===== config.mk =====
export PLATFORM = sky130hd
export DESIGN_NAME = bpd_fifo
export DESIGN_NICKNAME = d
export VERILOG_FILES = /design/src/hw/rtl/bpd_fifo.sv
export SDC_FILE = /design/constraint.sdc
export NUM_CORES = 1
export LEC_CHECK = 0
export BUFFER_PORTS_ARGS = -buffer_cell sky130_fd_sc_hd__buf_4
export CORE_ASPECT_RATIO = 1.2
export CORE_MARGIN = 2
export CORE_UTILIZATION = 54
export DETAILED_ROUTE_END_ITERATION = 10
export PLACE_DENSITY = 0.85
export SETUP_SLACK_MARGIN = 0.4
export SYNTH_ARGS = -nofsm -noshare
export SYNTH_HDL_FRONTEND = slang
export SYNTH_SLANG_ARGS = --single-unit

===== constraint.sdc =====
create_clock -name clk -period 1.65 [get_ports clk]
set_input_delay 0.2475 -clock clk [delete_from_list [all_inputs] [get_ports clk]]
set_output_delay 0.2475 -clock clk [all_outputs]
set_load 0.02 [all_outputs]

===== src/hw/rtl/bpd_fifo.sv =====
// Small synchronous FIFO used for the job queue and the result queue.
module bpd_fifo #(
  parameter int W     = 8,
  parameter int DEPTH = 4
) (
  input  logic                       clk,
  input  logic                       rst,
  input  logic                       wr,
  input  logic [W-1:0]               wdata,
  input  logic                       rd,
  output logic [W-1:0]               rdata,
  output logic [$clog2(DEPTH+1)-1:0] count,
  output logic                       full,
  output logic                       empty
);
  localparam int AW = (DEPTH > 1) ? $clog2(DEPTH) : 1;
  localparam logic [$clog2(DEPTH+1)-1:0] DEPTH_C = ($clog2(DEPTH+1))'(DEPTH);
  localparam logic [AW-1:0] LAST = AW'(DEPTH - 1);

  logic [W-1:0]  mem [DEPTH];
  logic [AW-1:0] wptr;
  logic [AW-1:0] rptr;

  assign full  = (count == DEPTH_C);
  assign empty = (count == '0);
  assign rdata = mem[rptr];

  // pointers and fill level
  always_ff @(posedge clk) begin
    if (rst) begin
      wptr  <= '0;
      rptr  <= '0;
      count <= '0;
    end else begin
      if (wr) begin
        wptr <= (wptr == LAST) ? '0 : wptr + AW'(1);
      end
      if (rd) begin
        rptr <= (rptr == LAST) ? '0 : rptr + AW'(1);
      end
      if (wr && !rd) begin
        count <= count + 1'b1;
      end else if (rd && !wr) begin
        count <= count - 1'b1;
      end
    end
  end

  // storage
  always_ff @(posedge clk) begin
    if (wr) begin
      mem[wptr] <= wdata;
    end
  end
endmodule


# [Word level (Yosys, flattened, before mapping)]
# Memory sizes are Yosys's and may differ from the RTL's. A register that Yosys moved wholly into a read port is not among the register bits.
# Cells that the tools add are included.
[op_classes] mux=8 n_eq_ne=3 reduce_logical=6 n_addsub=4
[ops] operator="$mux 2" count=4
[ops] operator="$mux 3" count=2
[ops] operator="$add 2x1->2 const B" count=2
[ops] operator="$eq 2x2->1 const B" count=2
[ops] operator="$add 3x1->3 const B" count=1
[ops] operator="$eq 3x3->1 const B" count=1
[ops] operator="$logic_not 3->1" count=1
[ops] operator="$sub 3x1->3 const B" count=1
[ops] operator="$logic_and 1x1->1" count=2
[ops] operator="$logic_not 1->1" count=2
[ops] operator="$mux 1" count=2
[ops] operator="$reduce_bool 2->1" count=1
[totals] out_inout_bits=13 input_bits=12 wordCells=25 memories=1 ram_bits=32 regBits=7
[memory_table] memory="mem" words=4 width=8 read_ports=1 rd_ports_with_merged_regs=1 write_ports=1 line="20" text="logic [W-1:0] mem [DEPTH];"

# [Longest topological paths before layout]
# Gate-level depths: netlist of the first run.
[logic_depth] ltp_word=4 mapped_depth=7 depth_no_buf=7

# [Worst setup path after synthesis of the first run]
# Ideal clock, no wire load.
[synth_path] kind="input to register" start="input port rd" end="register count[2]" n_path_buf=0 cell_stages=7 path_slack_ns=0.141 setup_ns=0.070 arrival_time_ns=1.439 required_time_ns=1.580 path_cell_list="inv_1 -> ha_1 -> inv_1 -> fa_1 -> xor2_1 -> or3_1 -> a21oi_1"
[synth_via] elab_chain_cells=3 elab_cells_between_ends=5 classes_between="mux: 1; reduce/logical: 4"
[synth_lines] item="from (decl)" line="10" text="input logic rd,"
[synth_lines] item="$logic_not 1->1" line="41" text="if (wr && !rd) begin"
[synth_lines] item="$logic_and 1x1->1" line="41"
[synth_lines] item="$mux 3 / $reduce_bool 2->1 (equally long branches)"
[synth_lines] item="to (signal assigned)" line="42" text="count <= count + 1'b1;"
[synth_lines] item="to (signal assigned)" line="44" text="count <= count - 1'b1;"
[synth_lines] item="to (decl)" line="12" text="output logic [$clog2(DEPTH+1)-1:0] count,"
# Several ways; a longest one is shown, not always the timed one.
# A chain may end at the register's enable or synchronous reset.

==> flow_summary.ini, run 1 <==
[grt]
grt_pass1_wl_um = 4060
grt_max_degree = 14
grt_remaining_overflow = 0
grtUsageTotal = 0.181
grt_pass1_vias = 864
grt_antenna_before_repair = 0

[cells_and_area]
areaGrowthSynthToFinish_pct = 23.8
diodes = 0
drive_gt1_frac = 0.487
layout.nets = 137
finalNonFillerCells = 153

[route]
dr.pass1.iters = 4
drc = 0
viasPerCell = 5.33
postRouteWirelength_um = 2510
vias = 815
ant_nets = 0
drt-initial-drc-count = 22
wl_per_cell_um = 16.4

[synthesis]
synth.yosys.warnings = 0
yosys.cell_count.top_type = edfxtp_1
synth_area_leader_cell = edfxtp_1
yosysSeqAreaShare = 0.713
synth_area_um2 = 1600
synth_nets = 106
ys_types = 17
synth_area_leaders = edfxtp_1 (60%), dfxtp_1 (11%), mux4_2 (11%), ha_1 (4.7%), mux2i_1 (1.9%)
synth_common_cells = edfxtp_1 (32), dfxtp_1 (9), mux4_2 (8), ha_1 (6), nor2_1 (6)
ys.flop_type = edfxtp_1
syn_area_per_cell_um2 = 18.4
async_reset_ff_frac = 0
synth_edf_count = 32
synthDominantCellAreaShare = 0.600
syn_inst = 87
ys_ff_latch = 41

[clock_tree]
clockBufferDepth = 2
cts_htree_levels = 2
cts.sinks = 41
clk_pin_slew_worst_paths_ns = 0.11
numCtsBuffers = 5
cts-root-buf = clkbuf_4
tritoncts = done
insertion_delay_ns = 0.34

[status]
violations = negative setup slack
outcome = finished, violations left

[pwr]
p_int_mw = 1.55
switching_share = 0.255
p_switching_mw = 0.530
ir_drop_uv = 706
combPwrFrac = 0.189
leakagePower_nw = 0.733
power_frac_seq = 0.591
clkPwrFrac = 0.221
power.density_nw_per_um2 = 1050

[placement]
gp_congestion = 0.684
io_buffer_count = 24
dp_hpwl_um = 1750
dp.cells = 143

[floorplan]
dieHeight_um = 63.6
core_um2 = 2810
die_x_um = 53.7
num_rows = 21
die_area_um2 = 3420
io_pins = 25
start_util = 0.569

[worst_hold_path]
worstHoldPathCells = 1
min_path_type = input pin to flop

[worst_setup_path]
cp.required_ns = 1.40
cp.arrival_ns = 1.49
crit_fanout = 8
worstSetupStartpointType = flop
reg2regPathDepth = 4
path_class = flop to output pin
end_kind = output pin

[timing]
finalCritPeriodShare = 1.05
final_max_slew_viol_count = 0
min_period_ns = 1.74
fin_skew_ns = 0.00583
grt_setup_unrepaired = yes
hold_viol = 0
worst_pin_slew_ns = 0.377
slew_headroom = 0.748
hold_ws_ns = 0.105
fin_ws_ns = -0.0870
setup_viol = 8
max_clock_freq_mhz = 576

[run]
maxCapViolations = 0
## final timing paths
check / from / end / slack, ns
max: flop / rdata[1] / -0.09
min: wdata[6] / mem[0][6] / 0.10
max reg2reg: count[0] / count[2] / 0.23
min reg2reg: wptr[0] / wptr[0] / 0.56
## routing by layer
layer / vias up / track usage / wire, um
li1: 393 / - / -
met1: 393 / 0.194 / 947
met2: 24 / 0.297 / 1370
met3: 5 / 0.0664 / 129
met4: 0 / 0.0962 / 60
met5: - / 0 / 0
## per-stage QoR
stage	util	total power, mW	setup TNS, ns	setup slack, ns	area (um^2)
2_1_floorplan	-	1.43	0	0.227	1620
3_3_place_gp	0.650	1.55	0	0.0703	1830
3_5_place_dp	0.650	1.57	-0.00156	-0.00156	1830
4_1_cts	0.692	2.06	-0.929	-0.133	1940
5_1_grt	0.704	2.17	-1.21	-0.161	1980
6_report	0.704	2.08	-0.565	-0.0870	1980
## cells by family (layout without fill, tap and decap cells)
kind of cell,count (synthesis),after routing,share of synthesized area
flip-flops,41,41,0.713
AND/OR/NAND/NOR,15,15,0.0508
multiplexers,11,11,0.131
adder cells (fa/ha/maj),7,7,0.0594
buffers and inverters,7,39,0.0219
AO/OA/AOI/OAI,4,4,0.0125
XOR/XNOR,2,2,0.0109
## sequential cells by signal, summed over array words and instances, names as in the netlist, named ones only
register	flops
mem	32
count	3
rptr	2
wptr	2
## cell type report
class / count / area, um^2
Timing Repair Buffer: 26 / 240
Multi-Input combinational cell: 39 / 464
Inverter: 5 / 21.3
Clock buffer: 5 / 37.5
Fill cell: 186 / 831
Clock inverter: 3 / 17.5
Tap cell: 34 / 42.5
Sequential cell: 41 / 1160
## power groups by stage
stage                     Sequential [mW]  Combinational [mW]  Clock [mW]
after floorplan                      1.24               0.191           0
after global placement               1.24               0.314           0
after detailed placement             1.24               0.322           0
after CTS                            1.22               0.357       0.480
after global routing                 1.24               0.421       0.519
final                                1.23               0.391       0.458
## layout by cell type, fill, tap and decap left out
cell type and count:
dfxtp_2 1, fa_2 1, mux2i_1 3, nor3b_2 1
mux4_2 8, nor3b_1 2, clkinvlp_4 1, nor2_1 6
o21ai_0 1, inv_4 1, dfxtp_1 4, inv_2 1
and2_2 4, a21oi_1 2, buf_6 12, buf_4 14
clkinv_2 2, nor3_4 1, edfxtp_1 32, clkbuf_4 5
or3_1 1, ha_4 1, a21oi_2 1, inv_1 3
ha_1 5, dfxtp_4 4, xor2_1 2
## worst max-delay path, cell delays in order, from the launching register on
cell and delay [ns]:
dfxtp_4 0.46, mux4_2 0.54, buf_6 0.15
## what timing repair did
item                                   in CTS  in global routing
hold buffers                                0                  0
pin swaps                                   5                  2
setup endpoints to repair                  43                 29
resized for setup                          19                  8
buffers inserted                            1                  1
endpoints found under the hold margin       0                  0
Power figures use the tool's default switching activity.
==> run 2: changes to the inputs <==
CORE_UTILIZATION = 59   (was 54)
PLACE_DENSITY = 0.91   (was 0.85)
clock period = 2.1 ns   (was 1.65 ns; I/O delays follow)
==> flow_summary.ini, run 2 (synthesis gave the netlist of run 1 again) <==
[pwr]
clkPwrFrac = 0.226
power.density_nw_per_um2 = 833
p_int_mw = 1.19
ir_drop_uv = 667
combPwrFrac = 0.175
power_frac_seq = 0.599
finalPower_mw = 1.59
p_switching_mw = 0.402
leakagePower_nw = 0.719
switching_share = 0.253

[grt]
grt_pass1_wl_um = 4190
grt_use_met3 = 0.0655
grt_pass1_vias = 900
grt.met2_usage = 0.344
grt_max_degree = 13
grt_antenna_before_repair = 0
grtUsageTotal = 0.204
grt_busiest_layer = met2
grt_remaining_overflow = 0
gr-usage-met1 = 0.222

[worst_setup_path]
worst_path_largest_cell_delay_ns = 0.54
cp.arrival_ns = 1.52
worstPathCellList = buf_12 -> mux4_2 -> buf_6
end_kind = output pin
cp_slowest_cell = mux4_2
crit_fanout = 8
worstSetupStartpointType = flop
path_class = flop to output pin
cp.required_ns = 1.78

[cells_and_area]
drive_gt1_frac = 0.347
areaGrowthSynthToFinish_pct = 19.2
fin_area_um2 = 1910
reg_top3 = mem x32, count x3
regMostFlops = mem
layout.nets = 136
largest_reg_flops = 32
finalNonFillerCells = 151
final_common_cell = edfxtp_1
mostFrequentLayoutCells = edfxtp_1 (32), buf_4 (16), mux4_2 (8), dfxtp_1 (8), buf_6 (8)
diodes = 0

[clock_tree]
clk_pin_slew_worst_paths_ns = 0.11
cts-root-buf = clkbuf_4
tritoncts = done
postCtsHoldBufs = 0
clockBufferDepth = 2
numCtsBuffers = 5
cts_htree_levels = 2
postCtsSetupBuffers = 0
insertion_delay_ns = 0.34
cts.sinks = 41

[floorplan]
num_rows = 20
core_um2 = 2550
io_pins = 25
dieHeight_um = 61.1
start_util = 0.627
die_area_um2 = 3150
die_x_um = 51.5

[worst_hold_path]
min_path_type = input pin to flop

[timing]
grt_setup_unrepaired = yes
slew_headroom = 0.715
final_max_slew_viol_count = 0
fin_ws_ns = 0.262
min_period_ns = 1.84
max_clock_freq_mhz = 544
finalSetupTns_ns = 0
worst_pin_slew_ns = 0.428
fin_skew_ns = 0.00770
hold_viol = 0
setup_viol = 0
finalCritPeriodShare = 0.875

[route]
wl_per_cell_um = 17.0
dr.pass1.iters = 4
ant_nets = 0
drt-initial-drc-count = 20
postRouteWirelength_um = 2570
viasPerCell = 5.58
drc = 0
vias = 842

[placement]
placed_area_um2 = 1810
pre_cts_ws_ns = 0.274
dp_hpwl_um = 1850
io_buffer_count = 24
dp.cells = 143
gp_congestion = 0.659

[status]
outcome = completed

[run]
maxCapViolations = 0
-- run 2: cell count changes in the layout (fill, tap and decap cells not counted), sizes merged --
cell | before | now
buf | 26 | 25
clkbuf | 5 | 6
clkinvlp | 1 | 0
-- run 2: cell type report --
| class | instances | area [um^2] |
|---|---|---|
| Clock buffer | 6 | 41.3 |
| Fill cell | 162 | 644 |
| Clock inverter | 2 | 10.0 |
| Tap cell | 33 | 41.3 |
| Sequential cell | 41 | 1140 |
| Inverter | 5 | 18.8 |
| Timing Repair Buffer | 25 | 230 |
| Multi-Input combinational cell | 39 | 424 |
-- run 2: worst max-delay path: cells and delay by family, from the launching register on --
kind / cells / cell delay [ns]
multiplexers: 1 / 0.54
buffers and inverters: 2 / 0.28
flip-flops: 1 / 0.35
-- run 2: layer usage --
layer | wire length, um | vias to the layer above
li1 | - | 388
met1 | 959 | 410
met2 | 1360 | 36
met3 | 150 | 8
met4 | 95 | 0
met5 | 0 | -
-- run 2: final timing paths --
kind | from | end | slack [ns] | cells past startpoint
setup / recovery | flop | rdata[5] | 0.26 | 3
hold reg to reg | count[2] | count[2] | 0.55 | 2
setup reg to reg | count[0] | count[2] | 0.57 | 4
hold / removal | wdata[2] | mem[3][2] | 0.17 | 1
-- run 2: power groups by stage --
stage	Combinational (mW)	Sequential [mW]	Clock, mW
global placement	0.248	0.964	0
finish	0.278	0.952	0.359
global route	0.300	0.959	0.395
detailed placement	0.259	0.970	0
CTS	0.279	0.953	0.370
floorplan	0.146	0.970	0
-- run 2: metrics by stage --
stage	hold WS (ns)	utilization
floorplan	0.384	-
global placement	0.493	0.710
detailed placement	0.521	0.710
CTS	0.155	0.746
global route	0.151	0.748
finish	0.169	0.748
-- run 2: timing repair --
action                                  CTS  global route
endpoints found under the setup margin    8             8
resized for setup                        11             1
cloned                                    0             0
