`src/hw/rtl/bpd_pkg.sv`:
```
// Shared types, codes and defaults of the BMP pixel-array decoder.
package bpd_pkg;

  localparam int PALETTE_DEPTH_DEF = 256;
  localparam int COORD_BITS_DEF    = 16;
  localparam int JOB_DEPTH         = 4;
  localparam int RES_DEPTH         = 4;

  // input actions
  localparam logic [1:0] ACT_PAL  = 2'd0;
  localparam logic [1:0] ACT_DATA = 2'd1;
  localparam logic [1:0] ACT_NEW  = 2'd2;

  // register indexes
  localparam logic [1:0] REG_MODE   = 2'd0;
  localparam logic [1:0] REG_WIDTH  = 2'd1;
  localparam logic [1:0] REG_HEIGHT = 2'd2;
  localparam logic [1:0] REG_PCOUNT = 2'd3;

  // pixel modes
  localparam logic [2:0] MODE_RGB1  = 3'd0;
  localparam logic [2:0] MODE_RGB4  = 3'd1;
  localparam logic [2:0] MODE_RGB8  = 3'd2;
  localparam logic [2:0] MODE_RGB24 = 3'd3;
  localparam logic [2:0] MODE_RLE4  = 3'd4;
  localparam logic [2:0] MODE_RLE8  = 3'd5;

  typedef enum logic [7:0] {
    PH_FIRST  = 8'b0000_0001,
    PH_PAD    = 8'b0000_0010,
    PH_GREEN  = 8'b0000_0100,
    PH_RED    = 8'b0000_1000,
    PH_RUNVAL = 8'b0001_0000,
    PH_ESCAPE = 8'b0010_0000,
    PH_ABS    = 8'b0100_0000,
    PH_ABSPAD = 8'b1000_0000
  } bpd_phase_t;

  // how pixel indices are cut from a byte
  typedef enum logic [1:0] {
    BITS_1 = 2'd0,
    BITS_4 = 2'd1,
    BITS_8 = 2'd2
  } bpd_bits_t;

  // one job from front to back: a palette write or the results of one word
  typedef struct packed {
    logic        pal;
    logic [7:0]  byte_val;
    logic [23:0] color;
    bpd_bits_t   bits;
    logic [3:0]  npix;
    logic        direct;
    logic        run;
    logic        mark;
    logic [7:0]  idx1;
    logic [7:0]  idx2;
    logic        use2;
    logic [7:0]  rep;
    logic        alt;
    logic        re;
    logic        ie;
    logic        err;
  } bpd_job_t;

  typedef struct packed {
    logic [7:0] red;
    logic [7:0] green;
    logic [7:0] blue;
    logic [7:0] second_red;
    logic [7:0] second_green;
    logic [7:0] second_blue;
    logic [7:0] repeat_count;
    logic       alternating;
    logic       row_end;
    logic       image_end;
    logic       error_flag;
    logic       last_for_byte;
  } bpd_res_t;

endpackage

```
`src/hw/rtl/bpd_front.sv`:
```
// Front end: config registers, parse state, at most one job per accepted word.
module bpd_front #(
  parameter int PALETTE_DEPTH = bpd_pkg::PALETTE_DEPTH_DEF,
  parameter int COORD_BITS    = bpd_pkg::COORD_BITS_DEF
) (
  input  logic              clk,
  input  logic              rst,
  input  logic              cfg_write,
  input  logic [1:0]        cfg_index,
  input  logic [15:0]       cfg_data,
  input  logic              take,
  input  logic [1:0]        action,
  input  logic [7:0]        data_byte,
  input  logic [7:0]        palette_index,
  input  logic [7:0]        palette_red,
  input  logic [7:0]        palette_green,
  input  logic [7:0]        palette_blue,
  output logic              job_push,
  output bpd_pkg::bpd_job_t job
);
  localparam logic [8:0] PD9 = 9'(PALETTE_DEPTH);

  logic [2:0]  mode;
  logic [15:0] width;
  logic [15:0] height;
  logic [8:0]  pcount;

  bpd_pkg::bpd_phase_t phase, phase_next;
  logic [COORD_BITS-1:0] col, col_next;
  logic [COORD_BITS-1:0] row, row_next;
  logic [1:0]  rbc, rbc_next;
  logic [15:0] gath, gath_next;
  logic [7:0]  runl, runl_next;
  logic [7:0]  absl, absl_next;
  logic        err_held, err_held_next;
  logic        done, done_next;

  logic [COORD_BITS-1:0] row_inc;
  logic                  row_last;

  function automatic logic bad_idx(input logic [7:0] i, input logic [8:0] cnt);
    return (9'(i) >= cnt) || (9'(i) >= PD9);
  endfunction

  assign row_inc  = row + COORD_BITS'(1);
  assign row_last = 17'(row_inc) >= 17'(height);

  // per-word decode
  always_comb begin
    logic                  four;
    logic [7:0]            hi;
    logic [7:0]            lo;
    logic                  pair;
    logic [7:0]            a1;
    logic [COORD_BITS-1:0] c1;
    logic [8:0]            runl_p1;
    logic                  odd;
    logic                  ended;
    logic [16:0]           rem;
    logic [3:0]            cnt;
    logic [3:0]            n;
    logic                  anybad;
    logic [3:0]            badpos;
    logic [7:0]            idx_p;
    logic                  fail;

    phase_next    = phase;
    col_next      = col;
    row_next      = row;
    rbc_next      = rbc;
    gath_next     = gath;
    runl_next     = runl;
    absl_next     = absl;
    err_held_next = err_held;
    done_next     = done;
    job           = '0;
    four          = (mode == bpd_pkg::MODE_RLE4);
    hi            = four ? {4'b0, data_byte[7:4]} : data_byte;
    lo            = {4'b0, data_byte[3:0]};
    pair          = four && (runl >= 8'd2);
    a1            = absl;
    c1            = col;
    runl_p1       = 9'(runl) + 9'd1;
    odd           = four ? runl_p1[1] : runl[0];
    ended         = 1'b0;
    rem           = 17'(width) - 17'(col);
    cnt           = (mode == bpd_pkg::MODE_RGB1) ? 4'd8 : 4'd2;
    n             = (rem < 17'(cnt)) ? rem[3:0] : cnt;
    anybad        = 1'b0;
    badpos        = '0;
    idx_p         = '0;
    fail          = 1'b0;

    if (take) begin
      priority if (action == bpd_pkg::ACT_PAL) begin
        job.pal      = 1'b1;
        job.byte_val = palette_index;
        job.color    = {palette_red, palette_green, palette_blue};
      end else if (action == bpd_pkg::ACT_NEW) begin
        phase_next    = bpd_pkg::PH_FIRST;
        col_next      = '0;
        row_next      = '0;
        rbc_next      = '0;
        gath_next     = '0;
        runl_next     = '0;
        absl_next     = '0;
        err_held_next = 1'b0;
        done_next     = 1'b0;
      end else if (action == bpd_pkg::ACT_DATA && !done) begin
        job.byte_val = data_byte;
        if (err_held) begin
          job.err = 1'b1;
        end else if (mode > bpd_pkg::MODE_RLE8 || width == '0 || height == '0) begin
          fail = 1'b1;
        end else if (mode >= bpd_pkg::MODE_RLE4) begin
          // run-length streams
          unique case (phase)
            bpd_pkg::PH_RUNVAL: begin
              phase_next = bpd_pkg::PH_FIRST;
              if (bad_idx(hi, pcount) || (pair && bad_idx(lo, pcount))) begin
                fail = 1'b1;
              end else if (17'(col) + 17'(runl) > 17'(width)) begin
                fail = 1'b1;
              end else begin
                col_next = col + COORD_BITS'(runl);
                job.run  = 1'b1;
                job.idx1 = hi;
                job.idx2 = lo;
                job.use2 = pair;
                job.rep  = runl;
                job.alt  = pair;
              end
            end
            bpd_pkg::PH_ESCAPE: begin
              phase_next = bpd_pkg::PH_FIRST;
              if (data_byte == 8'd0 || data_byte == 8'd1) begin
                col_next  = '0;
                row_next  = row_inc;
                done_next = row_last || (data_byte == 8'd1);
                job.run   = 1'b1;
                job.mark  = 1'b1;
                job.re    = 1'b1;
                job.ie    = row_last || (data_byte == 8'd1);
              end else if (data_byte == 8'd2) begin
                fail = 1'b1;
              end else begin
                runl_next  = data_byte;
                absl_next  = data_byte;
                phase_next = bpd_pkg::PH_ABS;
              end
            end
            bpd_pkg::PH_ABS: begin
              job.bits = four ? bpd_pkg::BITS_4 : bpd_pkg::BITS_8;
              if (absl != '0) begin
                if (bad_idx(hi, pcount) || 17'(col) >= 17'(width)) begin
                  fail = 1'b1;
                end else begin
                  job.npix = 4'd1;
                  a1 = absl - 8'd1;
                  c1 = col + COORD_BITS'(1);
                  if (four && a1 != '0) begin
                    if (bad_idx(lo, pcount) || 17'(c1) >= 17'(width)) begin
                      fail = 1'b1;
                    end else begin
                      job.npix = 4'd2;
                      a1 = a1 - 8'd1;
                      c1 = c1 + COORD_BITS'(1);
                    end
                  end
                end
              end
              absl_next = a1;
              col_next  = c1;
              if (a1 == '0 && !fail) begin
                phase_next = odd ? bpd_pkg::PH_ABSPAD : bpd_pkg::PH_FIRST;
              end
            end
            bpd_pkg::PH_ABSPAD: begin
              phase_next = bpd_pkg::PH_FIRST;
            end
            default: begin
              if (data_byte == 8'd0) begin
                phase_next = bpd_pkg::PH_ESCAPE;
              end else begin
                runl_next  = data_byte;
                phase_next = bpd_pkg::PH_RUNVAL;
              end
            end
          endcase
        end else begin
          // uncompressed rows
          rbc_next = rbc + 2'd1;
          if (phase == bpd_pkg::PH_PAD) begin
            if (rbc_next == 2'd0) begin
              phase_next = bpd_pkg::PH_FIRST;
            end
          end else if (17'(col) >= 17'(width)) begin
            fail = 1'b1;
          end else if (mode == bpd_pkg::MODE_RGB1 || mode == bpd_pkg::MODE_RGB4) begin
            phase_next = bpd_pkg::PH_FIRST;
            job.bits   = (mode == bpd_pkg::MODE_RGB1) ? bpd_pkg::BITS_1 : bpd_pkg::BITS_4;
            for (int p = 7; p >= 0; p--) begin
              if (mode == bpd_pkg::MODE_RGB1) begin
                idx_p = {7'b0, data_byte[7-p]};
              end else begin
                idx_p = (p == 0) ? {4'b0, data_byte[7:4]} : lo;
              end
              if (4'(p) < n && bad_idx(idx_p, pcount)) begin
                anybad = 1'b1;
                badpos = 4'(p);
              end
            end
            if (anybad) begin
              job.npix = badpos;
              fail     = 1'b1;
            end else begin
              job.npix = n;
              col_next = col + COORD_BITS'(n);
              ended    = (17'(n) == rem);
            end
          end else if (mode == bpd_pkg::MODE_RGB8) begin
            phase_next = bpd_pkg::PH_FIRST;
            if (bad_idx(data_byte, pcount)) begin
              fail = 1'b1;
            end else begin
              job.npix = 4'd1;
              job.bits = bpd_pkg::BITS_8;
              c1       = col + COORD_BITS'(1);
              col_next = c1;
              ended    = 17'(c1) >= 17'(width);
            end
          end else if (phase == bpd_pkg::PH_GREEN) begin
            gath_next  = {data_byte, gath[7:0]};
            phase_next = bpd_pkg::PH_RED;
          end else if (phase == bpd_pkg::PH_RED) begin
            phase_next = bpd_pkg::PH_FIRST;
            job.npix   = 4'd1;
            job.direct = 1'b1;
            job.color  = {data_byte, gath};
            c1         = col + COORD_BITS'(1);
            col_next   = c1;
            ended      = 17'(c1) >= 17'(width);
          end else begin
            gath_next  = {8'b0, data_byte};
            phase_next = bpd_pkg::PH_GREEN;
          end
          // row finished by the last pixel of this word
          if (ended) begin
            col_next  = '0;
            row_next  = row_inc;
            done_next = row_last;
            job.re    = 1'b1;
            job.ie    = row_last;
            if (!row_last && rbc_next != 2'd0) begin
              phase_next = bpd_pkg::PH_PAD;
            end
          end
        end
        if (fail) begin
          job.err       = 1'b1;
          err_held_next = 1'b1;
        end
      end else begin
        job = '0;
      end
    end
  end

  assign job_push = job.pal || job.err || job.run || (job.npix != '0);

  // config registers
  always_ff @(posedge clk) begin
    if (rst) begin
      mode   <= bpd_pkg::MODE_RGB24;
      width  <= 16'd1;
      height <= 16'd1;
      pcount <= '0;
    end else if (cfg_write) begin
      unique case (cfg_index)
        bpd_pkg::REG_MODE:   mode   <= cfg_data[2:0];
        bpd_pkg::REG_WIDTH:  width  <= cfg_data;
        bpd_pkg::REG_HEIGHT: height <= cfg_data;
        bpd_pkg::REG_PCOUNT: pcount <= cfg_data[8:0];
        default: ;
      endcase
    end
  end

  // parse state
  always_ff @(posedge clk) begin
    if (rst) begin
      phase    <= bpd_pkg::PH_FIRST;
      col      <= '0;
      row      <= '0;
      rbc      <= '0;
      gath     <= '0;
      runl     <= '0;
      absl     <= '0;
      err_held <= 1'b0;
      done     <= 1'b0;
    end else begin
      phase    <= phase_next;
      col      <= col_next;
      row      <= row_next;
      rbc      <= rbc_next;
      gath     <= gath_next;
      runl     <= runl_next;
      absl     <= absl_next;
      err_held <= err_held_next;
      done     <= done_next;
    end
  end
endmodule

```
`config.mk`:
```
export PLATFORM = sky130hd
export DESIGN_NAME = bpd_front
export DESIGN_NICKNAME = d
export VERILOG_FILES = /design/src/hw/rtl/bpd_pkg.sv /design/src/hw/rtl/bpd_front.sv
export SDC_FILE = /design/constraint.sdc
export NUM_CORES = 1
export LEC_CHECK = 0
export BUFFER_PORTS_ARGS = -buffer_cell sky130_fd_sc_hd__buf_2
export CAP_MARGIN = 30
export CORE_MARGIN = 5
export CORE_UTILIZATION = 55
export CTS_BUF_LIST = sky130_fd_sc_hd__clkbuf_4 sky130_fd_sc_hd__clkbuf_8
export DETAILED_ROUTE_END_ITERATION = 10
export GPL_TIMING_DRIVEN = 0
export PLACE_DENSITY_LB_ADDON = 0.1
export SLEW_MARGIN = 20
export SYNTH_ARGS = -nofsm -noshare
export SYNTH_HDL_FRONTEND = slang
export SYNTH_SLANG_ARGS = --single-unit
```
`constraint.sdc`:
```
create_clock -name clk -period 8.9 [get_ports clk]
set_input_delay 0.445 -clock clk [delete_from_list [all_inputs] [get_ports clk]]
set_output_delay 0.445 -clock clk [all_outputs]
set_load 0.1 [all_outputs]
```
### Word-level counts from Yosys, hierarchy flattened

Index checks and enable logic that the tools add are counted.

| operators by class | value |
|---|---|
| magnitude comparators | 27 |
| equality and inequality tests | 46 |
| reduce and logical (&&, ||, !) cells | 61 |
| add/subtract/negate cells | 11 |
| bitwise operators | 1 |
| muxes and demuxes | 314 |

Operators with widths:

| cell | count |
|---|---|
| $mux W8 | 121 |
| $mux W16 | 40 |
| $mux W70 | 2 |
| $mux W61 | 2 |
| $mux W24 | 5 |
| $ge A8 B9 Y1 | 10 |
| $mux W1 | 83 |
| $mux W26 | 3 |
| $mux W4 | 19 |
| $mux W71 | 1 |
| $mux W31 | 2 |
| $add A16 B1 Y16 const B | 3 |
| $ge A16 B16 Y1 | 3 |
| $pmux W16 S3 | 1 |
| $mux W38 | 1 |
| $mux W2 | 18 |
| $mux W33 | 1 |
| $logic_not A16 Y1 | 2 |
| $pmux W8 S2 | 2 |
| $mux W6 | 5 |
| $mux W28 | 1 |
| $ne A4 B4 Y1 const B | 6 |
| $pmux W8 S3 | 1 |
| $add A16 B8 Y17 | 1 |
| other kinds (63) | 127 |

| storage, ports and cells | value |
|---|---|
| register bits after elaboration | 120 |
| output and inout port bits | 72 |
| bits of input ports | 64 |
| logic and storage cells | 474 |

### Depth between registers and ports, before layout

Gate-level depths: netlist of the first run.

| logic depth | value |
|---|---|
| depth in word-level cells | 54 |
| gate-level depth with buffers | 26 |
| depth with buffers taken out | 23 |

### Worst setup path before layout of the first run

OpenSTA, ideal clock, no wires.

| path | value |
|---|---|
| path kind | register to output |
| from | register mode[2] |
| to | output job_push |
| data arrival time | 6.409 ns |
| path buffers | 4 |
| cell stages (with the launch flop) | 17 |
| data required time | 8.455 ns |
| slack | 2.046 ns |
| cell sequence | dfxtp_1 clkbuf_1 clkbuf_1 and2_1 clkbuf_1 nor2_1 a21oi_1 ha_1 nand2b_1 a2111oi_0 o32a_1 o211ai_1 clkbuf_1 nor2_1 nand2_1 o32ai_1 or4_1 |

RTL lines:

| item | RTL line | source |
|---|---|---|
| from (decl) | bpd_front.sv:23 | `logic [2:0] mode;` |
| from (signal assigned) | bpd_front.sv:274 | `mode <= bpd_pkg::MODE_RGB24;` |
| from (signal assigned) | bpd_front.sv:280 | `bpd_pkg::REG_MODE: mode <= cfg_data[2:0];` |
| to (decl) | bpd_front.sv:18 | `output logic job_push,` |

### Final worst setup path of the first run

| path | value |
|---|---|
| from | register mode[2] |
| to | output job_push |

| between the ends | value |
|---|---|
| word-level cells in the longest chain between the ends | 51 |

Ends and longest elaborated chain:

| item | RTL line | source |
|---|---|---|
| $logic_not A3 Y1 | bpd_front.sv:87, bpd_front.sv:199, bpd_front.sv:203 |  |
| $mux W4 | bpd_front.sv:203 | `if (mode == bpd_pkg::MODE_RGB1) begin` |
| $mux W8 | bpd_front.sv:199 | `end else if (mode == bpd_pkg::MODE_RGB1 \|\| mode == bpd_pkg::MODE_RGB4) begin` |
| $mux W8 | bpd_front.sv:197 | `end else if (17'(col) >= 17'(width)) begin` |
| $mux W8 | bpd_front.sv:193 | `if (phase == bpd_pkg::PH_PAD) begin` |
| $mux W8 | bpd_front.sv:115 | `end else if (mode >= bpd_pkg::MODE_RLE4) begin` |
| $mux W8 | bpd_front.sv:113 | `end else if (mode > bpd_pkg::MODE_RLE8 \|\| width == '0 \|\| height == '0) begin` |
| $mux W8 | bpd_front.sv:111 | `if (err_held) begin` |
| [... 34 more ...] | -- |  |
| $mux W1 | bpd_front.sv:94 | `if (take) begin` |
| $mux W1 | bpd_front.sv:259 | `if (fail) begin` |
| $mux W70 * | bpd_front.sv:109 | `end else if (action == bpd_pkg::ACT_DATA && !done) begin` |
| $mux W70 * | bpd_front.sv:99 | `end else if (action == bpd_pkg::ACT_NEW) begin` |
| $mux W38 * | bpd_front.sv:95 | `priority if (action == bpd_pkg::ACT_PAL) begin` |
| $mux W71 * | bpd_front.sv:94 |  |
| $logic_or A1 B1 Y1 (2 in series) | bpd_front.sv:269 | `assign job_push = job.pal \|\| job.err \|\| job.run \|\| (job.npix != '0);` |
| $logic_or A1 B1 Y1 * | bpd_front.sv:269 |  |

Mark *: on every way between the ends. The rest lies on a longest branch, timed or not. The select of a mux whose other input is x is not followed.

==> key figures, run 1 <==
Run status
  • Status: complete, no violations

Clocking
  • Clock Sinks: 120
  • CTS Hold Bufs: 0
  • Clock latency on the worst-skew pair: 0.47 ns
  • CTS tree: yes
  • Post-CTS setup buffers: 0
  • CTS H-Tree Depth: 4
  • Largest buffer count on any clock path: 2
  • Worst-path clk slew: 0.10 ns
  • Clock root buffer: clkbuf_8
  • Post-CTS sizing: 0
  • CTS buffer count: 17

Synthesis
  • Seq/Total Area, Yosys: 0.2013
  • Synthesized cell area: 11,940 um^2
  • Main combinational cell family by area after synthesis: simple AND/OR/NAND/NOR gates
  • Synth Flop Type: dfxtp_1
  • Top-count cell post-synth: nand2_1
  • Syn_area_per_cell: 7.105 um^2
  • Simple-gate area share of the yosys netlist: 0.2894
  • Synth top area cells: dfxtp_1 20%, ha_1 12%, a21oi_1 7.3%, nand2_1 6.8%, nor2_1 4.7%
  • Netlist cell types: 90
  • Cells after Synth: 1,680
  • Largest area contributor in the netlist: dfxtp_1
  • Number of enable flip-flop cells after synthesis: 0
  • Post-synthesis compound-gate area fraction: 0.2519
  • Top post-synthesis cells by count: 217 x nand2_1, 175 x a21oi_1, 151 x nor2_1
  • Synth top area share: 0.2013
  • YS warnings: 0
  • Post-synthesis register bit count: 120
  • Post-synthesis async set-or-reset flop share: 0
  • Post-Synth Adder-Cell Area: 0.1256
  • Mux cell area share after synthesis: 0.01289
  • Synth Area in XOR/XNOR: 0.05356

Layout
  • Fillers: 2,134
  • Multi-input gate area: just under 9000 um^2
  • Ant. Diodes: 0
  • Post-route cell area: between 10,000 and 15,000 um^2
  • Final net count: 2,013
  • Share of cells above drive strength 1: 0.1150
  • Register Area: 2402 um^2
  • Utilization after layout: 0.6166
  • Area grow syn2layout: 11.68%

Floorplanning
  • Die area: 24,750 um^2
  • Die width: ~160 um
  • Chip Height: 157.3 um
  • Ports: 136
  • Area of the core: about 22,000 um^2
  • Initial core utilization: 0.5521
  • FP Rows: 54

Global routing
  • Largest net degree at the start of global routing: 17
  • GRT Overall Usage: 0.3458
  • Number of global-route vias before repair: 12,097
  • Initial antenna violation count: 0
  • First-pass GRT wire length: 67,240 um
  • GRT overflow: 0

Routing
  • DR iter-0 viols: between 1,000 and 1,500
  • Vias: between 10,000 and 15,000
  • Wire per inst: 20.89 um
  • Drt pass-1 iters: 7
  • DR DRC count: 0
  • DRT antenna net count: 0
  • Vias per cell: 6.284
  • Post-Route WL: about 44,000 um

Critical path
  • WP data required: approximately 8.5 ns
  • Crit path launch type: flop
  • Crit path DAT: 7.05 ns
  • CP most frequent cell: clkbuf_1
  • Critical R2R Launch: col[8]
  • CP Cell Sequence: clkbuf_1, clkbuf_1, and2_1, clkbuf_1, nor2_1, a21oi_1, ha_1, nand2b_1, a2111oi_0, o32a_1, a21boi_0, o311ai_0, nor3b_1, nand2_1, nand2_1, or4_1, or4_1, buf_2
  • CP delay by family, top: simple AND/OR/NAND/NOR gates
  • Crit-path max FO: 10
  • Critical path class: reg -> out
  • Max stage delay on crit path: 0.91 ns
  • Slowest library cell on the worst path: nor3b_1
  • Worst Path Buf+Inv: 4
  • CP Launch Point: mode[2]
  • CP Capture Type: primary output

Hold path
  • Worst min-delay path class: in -> reg
  • Hold_sp: cfg_data[15]

Timing
  • Max Slew Vio Count: 0
  • Period minus WS final: 7.498 ns
  • FMAX: between 0.1 and 0.15 GHz
  • Rel. slew slack: 0.2650
  • Hold Slack: 0.2145 ns
  • Fin Setup TNS: 0 ns
  • Worst clock skew: 0.02109 ns
  • Final Cycle Share: 0.8425
  • Final Hold Viols: 0
  • RSZ-0062 raised after global routing: false
  • Slew @ Worst Pin: ~1.1 ns
  • Setup violators final: 0

Placement
  • Placed Area: 12,940 um^2
  • GP Congestion: just over 1
  • DP Wirelength: ~35,000 um
  • IO buf count: between 100 and 150

Flow run
  • Max capacitance violation total: 0

Power
  • P per Cell Area: 123.1 nW/um^2
  • Leakage: 5.626 nW
  • Max rail drop VDD: about 0.097 mV
[state kept, by name, indices dropped and copies added (netlist names)]
signal and cells:
width 16, done 1, mode 3, err_held 1
gath 16, height 16, runl 8, row 16
pcount 9, absl 8, col 16, phase 8
rbc 2
[cells by family after synthesis]
| kind of cell | after synthesis |
|---|---|
| DFF | 120 |
| muxes | 15 |
| adders and majority gates | 118 |
| AOI/OAI and AO/OA | 466 |
| xor gates and xnor gates | 73 |
| and+or+nand+nor | 696 |
| buffers and inverters | 191 |
| other | 1 |
[cells in the final DEF (no fill, tap or decap), types with 12 or more instances in the layout]
cell type	synthesis	final
nand3b_1	13	13
xor2_1	21	21
clkbuf_8	0	17
inv_1	93	93
nor2_1	151	151
and2_1	20	20
o21ai_0	77	77
a22o_1	31	31
nand2_1	217	217
a21o_1	20	20
nor2b_1	15	15
nand3_1	71	71
clkbuf_1	74	74
or3_1	19	19
and3_1	37	37
mux2i_1	12	12
or4_1	20	20
nand2b_1	20	20
a21oi_1	175	175
nand4_1	17	17
ha_1	115	115
o21ai_1	15	15
nor4_1	32	32
nor3_1	23	23
dfxtp_1	120	120
buf_2	12	140
xnor2_1	52	52
a211oi_1	15	15
[where the power goes]
part	internal (mW)	switching, mW	leakage, nW
registers	0.552	0.0214	0.972
logic	0.183	0.371	4.47
clock network	0.209	0.304	0.187
total	0.944	0.697	5.63
[worst min-delay path: cells and delay by family]
kind | cells | cell delay [ns]
AOI/OAI and AO/OA | 1 | 0.05
buffers and inverters | 1 | 0.11
and+or+nand+nor | 1 | 0.05
[through the flow]
step,power [mW],worst slack (ns),cells
final,1.641,1.402,2124
after global routing,1.718,1.299,2124
after CTS,1.629,1.526,2123
after detailed placement,1.123,2.062,2091
after global placement,1.117,2.055,2091
after floorplan,0.9698,2.046,1683
[layer usage]
| metal | wire, um | part of all wire | vias to the layer above | track usage |
|---|---|---|---|---|
| li1 | - | - | 6361 | - |
| met1 | 18840 | 0.42 | 6263 | 0.4816 |
| met2 | 19890 | 0.45 | 632 | 0.5412 |
| met3 | 4324 | 0.097 | 91 | 0.06984 |
| met4 | 1317 | 0.030 | 0 | 0.1036 |
| met5 | 0 | 0 | - | 0 |
[cell type report]
class,instances,area share
buffer,96,0.03154
tap,280,0.02628
clock buffer,17,0.01755
clock inverter,15,0.01145
multi-input combinational,1372,0.6578
inverter,95,0.02675
timing repair buffer,129,0.04843
sequential,120,0.1802
[worst paths after layout]
| kind | slack (ns) | to | cells after the start |
|---|---|---|---|
| min | 0.21 | width[15] | 3 |
| min reg2reg | 0.46 | gath[0] | 2 |
| max | 1.40 | job_push | 18 |
| max reg2reg | 2.34 | col[14] | 24 |
Note: power is estimated with default switching activity, not from simulation.
==> run 2: changes to the inputs <==
--- a/config.mk
+++ b/config.mk
@@ -5,6 +5,7 @@
 export SDC_FILE = /design/constraint.sdc
 export NUM_CORES = 1
 export LEC_CHECK = 0
+export ABC_AREA = 1
 export BUFFER_PORTS_ARGS = -buffer_cell sky130_fd_sc_hd__buf_2
 export CAP_MARGIN = 30
 export CORE_MARGIN = 5
==> constraint.sdc (replaced) <==
create_clock -name clk -period 7.39 [get_ports clk]
set_input_delay 0.3695 -clock clk [delete_from_list [all_inputs] [get_ports clk]]
set_output_delay 0.3695 -clock clk [all_outputs]
set_load 0.1 [all_outputs]
==> run 2 against run 1 <==
Global-route usage is 2.1 points lower. Clock skew down 0.0094 ns. Die area rose by 2.9%. Worst setup slack got worse by 0.48 ns. Sequential share of layout area shrank 0.46 points. Routed wire length is 2.8% lower. Register-to-register slack worse by 0.53 ns. Sequential power rose by 27%. Clock power is 11% higher. Non-clock buffer count decreased by 19. Final area rose by 2.6%.
==> key figures, run 2 <==
Synthesis
  • Synth top area cells: dfxtp_1 20%, nand2_1 13%, ha_1 12%, inv_1 8.5%, nor2_1 6.9%
  • Number of enable flip-flop cells after synthesis: 0
  • Post-synthesis async set-or-reset flop share: 0
  • Largest area contributor in the netlist: dfxtp_1
  • Synth top area share: 0.1951
  • Synthesized cell area: 12,310 um^2
  • Syn_area_per_cell: 6.158 um^2
  • Netlist cell types: a little under 60
  • Top-count cell post-synth: nand2_1
  • YS warnings: 0
  • Cells after Synth: 1,999
  • Top post-synthesis cells by count: 433 x nand2_1, 279 x inv_1, 226 x nor2_1
  • Post-synthesis register bit count: 120
  • Seq/Total Area, Yosys: 0.1951
  • Synth Flop Type: dfxtp_1

Clocking
  • Largest buffer count on any clock path: 2
  • Post-CTS sizing: 0
  • Worst-path clk slew: about 0.080 ns
  • Clock Sinks: 120
  • Post-CTS setup buffers: 0
  • CTS tree: yes
  • CTS H-Tree Depth: 4
  • CTS buffer count: 17
  • Clock root buffer: clkbuf_8
  • Clock latency on the worst-skew pair: 0.46 ns
  • CTS Hold Bufs: 0

Routing
  • DR iter-0 viols: between 1,000 and 1,500
  • Wire per inst: 17.66 um
  • DRT antenna net count: 0
  • Vias per cell: 5.750
  • Drt pass-1 iters: 6
  • Post-Route WL: 43,160 um
  • DR DRC count: 0
  • Vias: 14,054

Timing
  • FMAX: 0.1545 GHz
  • Slew @ Worst Pin: 0.9620 ns
  • Fin Setup TNS: 0 ns
  • Final Cycle Share: 0.8759
  • Worst clock skew: 0.01165 ns
  • Period minus WS final: approximately 6.5 ns
  • Rel. slew slack: 0.3563
  • Setup violators final: 0
  • RSZ-0062 raised after global routing: false
  • Max Slew Vio Count: 0
  • Final Hold Viols: 0

Hold path
  • Hold_sp: cfg_data[14]
  • Worst min-delay path class: in -> reg
  • Hold depth: 3
  • Hold endpoint: width[14]

Placement
  • GP Congestion: just over 1
  • IO buf count: 130
  • DP Wirelength: 35,230 um

Global routing
  • First-pass GRT wire length: around 68,000 um
  • Number of global-route vias before repair: 13,086
  • GRT Overall Usage: 0.3249
  • Largest net degree at the start of global routing: 17
  • Initial antenna violation count: 0
  • GRT overflow: 0

Power
  • Sequential Power Share: 0.318
  • P per Cell Area: 167.9 nW/um^2
  • Psw: 1.056 mW
  • Sw Ratio: 0.4595
  • P_int: 1.242 mW
  • Clk pwr share: 0.247
  • Comb power frac: 0.435
  • Max rail drop VDD: around 0.11 mV
  • Leakage: 6.813 nW

Critical path
  • CP most frequent cell: nor2_1
  • Critical path class: reg -> out
  • Slowest library cell on the worst path: dfxtp_1
  • Worst r2r dst: phase[2]
  • WP data required: 7.02 ns
  • Crit-path max FO: 10
  • Max stage delay on crit path: roughly 0.60 ns
  • CP Capture Type: primary output
  • R2R depth: 27
  • Critical R2R Launch: col[1]
  • Crit path launch type: flop
  • Crit path DAT: 6.10 ns
  • Flop-to-flop setup slack: 1.81 ns

Floorplanning
  • Die area: 25,480 um^2
  • FP Rows: 54
  • Chip Height: 159.6 um
  • Area of the core: 21,960 um^2
  • Die width: 159.6 um
  • Ports: 136
  • Initial core utilization: 0.5606

Layout
  • Area grow syn2layout: 11.15%
  • Utilization after layout: 0.6231
  • Ant. Diodes: 0
  • Final net count: 2,333
  • Most frequent cells in the layout: 433 x nand2_1, 279 x inv_1, 226 x nor2_1, 146 x a21oi_1, 142 x o21ai_0
  • Leading cell type in the layout, fill and taps excluded: nand2_1
  • Share of cells above drive strength 1: 0.1100

Flow run
  • Max capacitance violation total: 0

Run status
  • Status: complete, no violations
## run 2: cell types whose count changed after synthesis, moves of 20 or more
cell	change
a21oi_1	-29
and3_1	-34
o21ai_0	+65
a22o_1	-20
xor2_1	+36
nand3_1	+38
xnor2_1	-44
inv_1	+186
nand2b_1	-20
nand4_1	+27
nand2_1	+216
nor2_1	+75
## run 2: layer usage
layer	wire length (um)	part of all wire	up-vias	global-route usage
li1	-	-	6915	-
met3	3870	0.090	99	0.05026
met2	19230	0.45	667	0.5296
met4	1330	0.031	0	0.1053
met1	18720	0.43	6373	0.4419
met5	0	0	-	0
## run 2: power by group through the flow
stage | Clock, mW | Combinational, mW | Sequential [mW]
3_5_place_dp | 0 | 0.980 | 0.743
2_1_floorplan | 0 | 0.734 | 0.727
6_report | 0.568 | 1.00 | 0.730
4_1_cts | 0.574 | 0.984 | 0.728
3_3_place_gp | 0 | 0.959 | 0.742
5_1_grt | 0.596 | 1.11 | 0.734
## run 2: cell type report
class | count | area (um^2)
multi-input combinational | 1507 | 8447
tap | 280 | 350.3
clock inverter | 14 | 112.6
inverter | 299 | 1122
clock buffer | 18 | 247.7
timing repair buffer | 130 | 650.6
fill | 2228 | 8275
sequential | 120 | 2402
buffer | 76 | 350.3
## run 2: worst max-delay path: cells and delay by family, from the launching register on
kind	cells	cell delay, ns
buffers and inverters	3	0.94
AND/OR/NAND/NOR	12	1.63
flip-flops	1	0.60
AO/OA/AOI/OAI	6	1.39
XOR/XNOR	1	0.27
adder cells (fa/ha/maj)	3	0.81
## run 2: worst max-delay path by stage
stage	from	cells after the start	endpoint
after floorplan	col[2]	22	job_push
after global placement	col[0]	25	job[11]
after detailed placement	col[0]	27	job[8]
after CTS	col[0]	27	job[8]
after global routing	col[0]	25	job[11]
final	col[0]	25	job[8]
## run 2: per-stage QoR
| stage | hold WS (ns) | setup slack (ns) | instance area [um^2] | std cells | power, mW |
|---|---|---|---|---|---|
| CTS | 0.1930 | 1.010 | 13680 | 2444 | 2.286 |
| global placement | 0.4535 | 1.585 | 13320 | 2412 | 1.702 |
| global route | 0.2200 | 0.3987 | 13680 | 2444 | 2.436 |
| floorplan | 0.4316 | 0.8511 | 12320 | 2002 | 1.461 |
| finish | 0.2090 | 0.9172 | 13680 | 2444 | 2.298 |
| detailed placement | 0.4500 | 1.544 | 13320 | 2412 | 1.723 |
## run 2: cells by family after synthesis
| kind of cell | count (synthesis) | synth area share |
|---|---|---|
| AND/OR/NAND/NOR | 930 | 0.3329 |
| AO/OA/AOI/OAI | 390 | 0.1841 |
| buffers and inverters | 375 | 0.1196 |
| flip-flops | 120 | 0.1951 |
| adder cells (fa/ha/maj) | 118 | 0.1218 |
| XOR/XNOR | 65 | 0.04624 |
| other | 1 | 0.0003046 |
